### config.mk
export PLATFORM = sky130hd
export DESIGN_NAME = nlrb_out_reg
export DESIGN_NICKNAME = d
export VERILOG_FILES = /design/src/design/nlrb_pkg.sv /design/src/design/nlrb_out_reg.sv
export SDC_FILE = /design/constraint.sdc
export NUM_CORES = 1
export LEC_CHECK = 0
export BUFFER_PORTS_ARGS = -buffer_cell sky130_fd_sc_hd__buf_2
export CAP_MARGIN = 20
export CORE_MARGIN = 4
export CORE_UTILIZATION = 30
export DETAILED_ROUTE_END_ITERATION = 7
export GPL_TIMING_DRIVEN = 0
export PLACE_DENSITY = 0.65
export RECOVER_POWER = 100
export SLEW_MARGIN = 15
export SYNTH_ARGS = -nofsm -noshare
export SYNTH_HDL_FRONTEND = slang
export SYNTH_SLANG_ARGS = --single-unit
### constraint.sdc
create_clock -name clk -period 2.3 [get_ports clk]
set_clock_uncertainty 0.05 [all_clocks]
set_input_delay 0.46 -clock clk [delete_from_list [all_inputs] [get_ports clk]]
set_output_delay 0.46 -clock clk [all_outputs]
set_load 0.005 [all_outputs]
### src/design/nlrb_pkg.sv
// ----------------------------------------------------------------------------
// nlrb_pkg
// shared types and constants of the nmea line ring buffer
// ----------------------------------------------------------------------------
package nlrb_pkg;

  // request word: one received byte or one read of the oldest line
  typedef struct packed {
    logic       action;
    logic [7:0] rx_byte;
  } req_word_t;

  // response word: one sentence chunk or the empty status
  typedef struct packed {
    logic        status;
    logic [31:0] chunk;
    logic [2:0]  byte_count;
    logic        last;
  } rsp_word_t;

  localparam logic ACT_RECEIVE = 1'b0;
  localparam logic ACT_READ    = 1'b1;

  localparam logic STATUS_CHUNK = 1'b0;
  localparam logic STATUS_EMPTY = 1'b1;

  localparam logic [7:0] NEWLINE_CHAR = 8'h0A;
  localparam logic [7:0] DOLLAR_CHAR  = 8'h24;

  localparam int CHUNK_BYTES = 4;

  typedef enum logic [2:0] {
    ST_IDLE,
    ST_ZERO,
    ST_SCAN,
    ST_GATHER,
    ST_SEND
  } state_t;

endpackage

### src/design/nlrb_out_reg.sv
// ----------------------------------------------------------------------------
// nlrb_out_reg
// response holding register, frees itself when the receiver takes the word
// ----------------------------------------------------------------------------
module nlrb_out_reg (
  input  logic               clk,
  input  logic               rst,
  input  logic               load,
  input  nlrb_pkg::rsp_word_t load_word,
  output logic               free,
  output logic               rsp_valid,
  input  logic               rsp_stall,
  output nlrb_pkg::rsp_word_t rsp
);

  // empty, or the held word leaves at this edge
  assign free = !rsp_valid || !rsp_stall;

  always_ff @(posedge clk) begin
    if (rst) begin
      rsp_valid <= 1'b0;
    end else if (free) begin
      rsp_valid <= load;
    end
  end

  always_ff @(posedge clk) begin
    if (free && load) begin
      rsp <= load_word;
    end
  end

endmodule

# Yosys cells after proc, flatten, opt, wreduce, memory -nomap -nowiden
# Cells that the tools add are included.
[word_totals] regBits=38 in_bits=41 out_inout_bits=39 wordCells=9
[op_classes] n_reduce_logical=4
[op_table] op="1-bit zero test" n=2
[op_table] op="1-bit logical AND" n=1
[op_table] op="1-bit logical OR" n=1

# Logic depth before layout (Yosys ltp)
[logic_depth] word_depth=3 ltp_mapped=2 mapped_depth_nobuf=2

# Least setup slack after synthesis
# OpenSTA, ideal clock, no wires.
[synth_timing] path_kind="input port to flip-flop" startpoint="input port rsp_stall" endpoint="register rsp[0] (netlist bit) (enable)" setup_ns=0.398 arrival_time_ns=1.461 t_required_ns=1.852 path_slack_ns=0.391 path_stages=2 path_buffers=0 path_cell_list="nand2_1 and2_1"
[synth_between] elab_chain_len=3
[synth_rtl] item="start, declared" line="nlrb_out_reg.sv:12" rtl="input logic rsp_stall,"
[synth_rtl] item="1-bit zero test" line="nlrb_out_reg.sv:17" rtl="assign free = !rsp_valid || !rsp_stall;"
[synth_rtl] item="1-bit logical OR" line="nlrb_out_reg.sv:17"
[synth_rtl] item="1-bit logical AND" line="nlrb_out_reg.sv:28" rtl="if (free && load) begin"
[synth_rtl] item="end signal, assigned" line="nlrb_out_reg.sv:29" rtl="rsp <= load_word;"
[synth_rtl] item="end, declared" line="nlrb_out_reg.sv:13" rtl="output nlrb_pkg::rsp_word_t rsp"
# Every way passes these cells.
# A chain may end at the register's enable or synchronous reset.

# Worst setup path in the final report
[layout_timing] startpoint="register rsp_valid" endpoint="register rsp[19] (netlist bit) (enable)"
[layout_between] elab_chain_len=3
[layout_rtl] item="start, declared" line="nlrb_out_reg.sv:11" rtl="output logic rsp_valid,"
[layout_rtl] item="start signal, assigned" line="nlrb_out_reg.sv:23" rtl="rsp_valid <= load;"
[layout_rtl] item="1-bit zero test" line="nlrb_out_reg.sv:17"
[layout_rtl] item="1-bit logical OR" line="nlrb_out_reg.sv:17"
[layout_rtl] item="1-bit logical AND" line="nlrb_out_reg.sv:28"
# Every way passes these cells.

==> impl_metrics.yaml <==
timing:
  rsz0062_at_grt: "false"
  slew_viol_final: 0
  fmaxAchievable_mhz: 664
  fin_setup_tns_ps: 0
  maxSlewHeadroom: 0.467
  tightestPinTransition_ps: 799
  finalSetupViolCount: 0
  period_minus_slack_ps: 1500
  post-route-period-util: 0.654
  fin_ws_ps: 795
  hold_violations: 0
clock_network:
  root_buffer: "clkbuf_8"
  clk_latency_ps: 280
  htreeDepth: 2
  clock_sinks: 38
  hold_buffers: 0
  clkTransAtPathRegs_ps: 70
  clockBufferDepth: 2
  post_cts_buffers: 0
  cts_inserted_buffers: 5
  cts_tree: "done"
  cts_resized: 0
grt:
  grt_max_degree: 38
  antenna_found_initial: 0
  grt_use_total: 0.0991
  grt_overflow_total: 0
  first_global_vias: 758
  grt_pass1_wl_mm: 3.55
die:
  rows: 22
  die_h_microns: 69.9
  ioPinCount: 80
  fp.coreArea_sq_um: 3690
  die_w_microns: 69.9
  start_util: 0.312
  dieArea_sq_um: 4890
logic_synthesis:
  synth_area_leaders: "edfxtp_1 97%, dfxtp_1 1.7%, and2_1 0.54%"
  synth_warnings: 0
  yosysTopAreaCell: "edfxtp_1"
  ys_seq_area_frac: 0.984
  ys_seq_elements: 38
  synth-edff-count: 37
  synthArstFlopShare: 0
  synth_area_sq_um: 1150
  ys.flop_type: "edfxtp_1"
  synth.net_count: 83
  yosysTopAreaCellShare: 0.966
  syn_inst: 42
  synth.distinct_cells: 6
  yosysMostFrequentCell: "edfxtp_1"
  avgSynthCellArea_sq_um: 27.4
power_and_ir_drop:
  vdd_drop_max_uv: 479
  total_power_w: 0.00159
  power_leakage_nw: 0.701
  p_per_area_nw_per_um2: 921
finish:
  nFillCells: 358
  final_cell_area_sq_um: 1720
  layout-drive-gt1-share: 0.527
  multi_input_area_sq_um: 20.0
  area_delta_synth_final_pct: 49.9
  final_util: 0.467
  nets: 169
  seqCellArea_sq_um: 1130
  diodes: 0
status:
  status: "complete, no violations"
setup_path:
  crit_path_start: "rsp_valid"
  crit_path_end_kind: "flop"
  cp-endpoint: "rsp[19]"
  r2r_cells: 2
  critPathKind: "reg2reg"
  rr_startpoint: "rsp_valid"
  r2r_slack_ps: 800
  cp-start-kind: "flop"
  path_max_fanout: 37
  rr_endpoint: "rsp[19]"
  required_ps: 2160
  crit_arrival_ps: 1370
detailed_routing:
  drt-pass1-iter-count: 3
  vias: 734
  drtIter0Drc: 30
  viasPerCell: 4.15
  ant_nets: 0
  drc: 0
  wl_per_cell_microns: 13.0
  wirelength_mm: 2.30
place:
  numPortBuffers: 79
  pre_cts_slack_ps: 515
  place.gp.congestion: 0.678
  post_dp_cell_area_sq_um: 1610
run:
  cap_violations: 0
hold_path:
  hp-class: "in2reg"
  hp-start: "rst"
[sequential cells by signal, summed over array words and instances (netlist names)]
name,flops
rsp,37
rsp_valid,1
[through the flow]
| step | cells | hold slack, ps |
|---|---|---|
| floorplan | 42 | 447 |
| global placement | 169 | 439 |
| detailed placement | 169 | 459 |
| CTS | 177 | 264 |
| global route | 177 | 251 |
| finish | 177 | 273 |
[power by group]
group          internal [W]  total [W]  switching (W)
logic             0.0000442  0.0000887      0.0000445
registers          0.000808   0.000818     0.00000999
clock network      0.000462   0.000681       0.000219
total               0.00131    0.00159       0.000273
[cell families (layout without fill, tap and decap cells)]
group | after synthesis | after routing | synth area share
AND/OR/NAND/NOR | 3 | 3 | 0.0120
AO/OA/AOI/OAI | 1 | 1 | 0.00435
buffers and inverters | 0 | 87 | 0
flip-flops | 38 | 38 | 0.984
[worst min-delay path by stage]
stage | to | slack, ps | depth (start not counted)
2_1_floorplan | rsp_valid | 450 | 2
3_3_place_gp | rsp_valid | 440 | 2
3_5_place_dp | rsp_valid | 460 | 2
4_1_cts | rsp_valid | 260 | 2
5_1_grt | rsp_valid | 250 | 2
6_report | rsp_valid | 270 | 2
[per-layer routing]
layer  wire length, microns  up-vias  GRT usage
li1                       -      335          -
met1                    777      342     0.0943
met2                   1150       52      0.156
met3                    320        5     0.0734
met4                     50        0     0.0511
met5                      0        -          0
[worst max-delay path: stages, from the launching register on]
cell and delay [ps]:
dfxtp_1 330, nand2_1 70, and2_2 670
[cell type report]
class                   instances  share of cell area
clock buffers                   6              0.0479
clock inverters                 2              0.0348
repair buffers                 79               0.215
well taps                      48              0.0348
flip-flops and latches         38               0.656
multi-input cells               4              0.0116
[cells in the final DEF, fill, tap and decap left out]
| master | n |
|---|---|
| edfxtp_1 | 37 |
| clkbuf_8 | 6 |
| a21oi_1 | 1 |
| bufinv_16 | 2 |
| clkbuf_1 | 20 |
| and2_2 | 1 |
| dfxtp_1 | 1 |
| buf_2 | 59 |
| nor2_1 | 1 |
| nand2_1 | 1 |
Note: power is estimated with default switching activity, not from simulation.
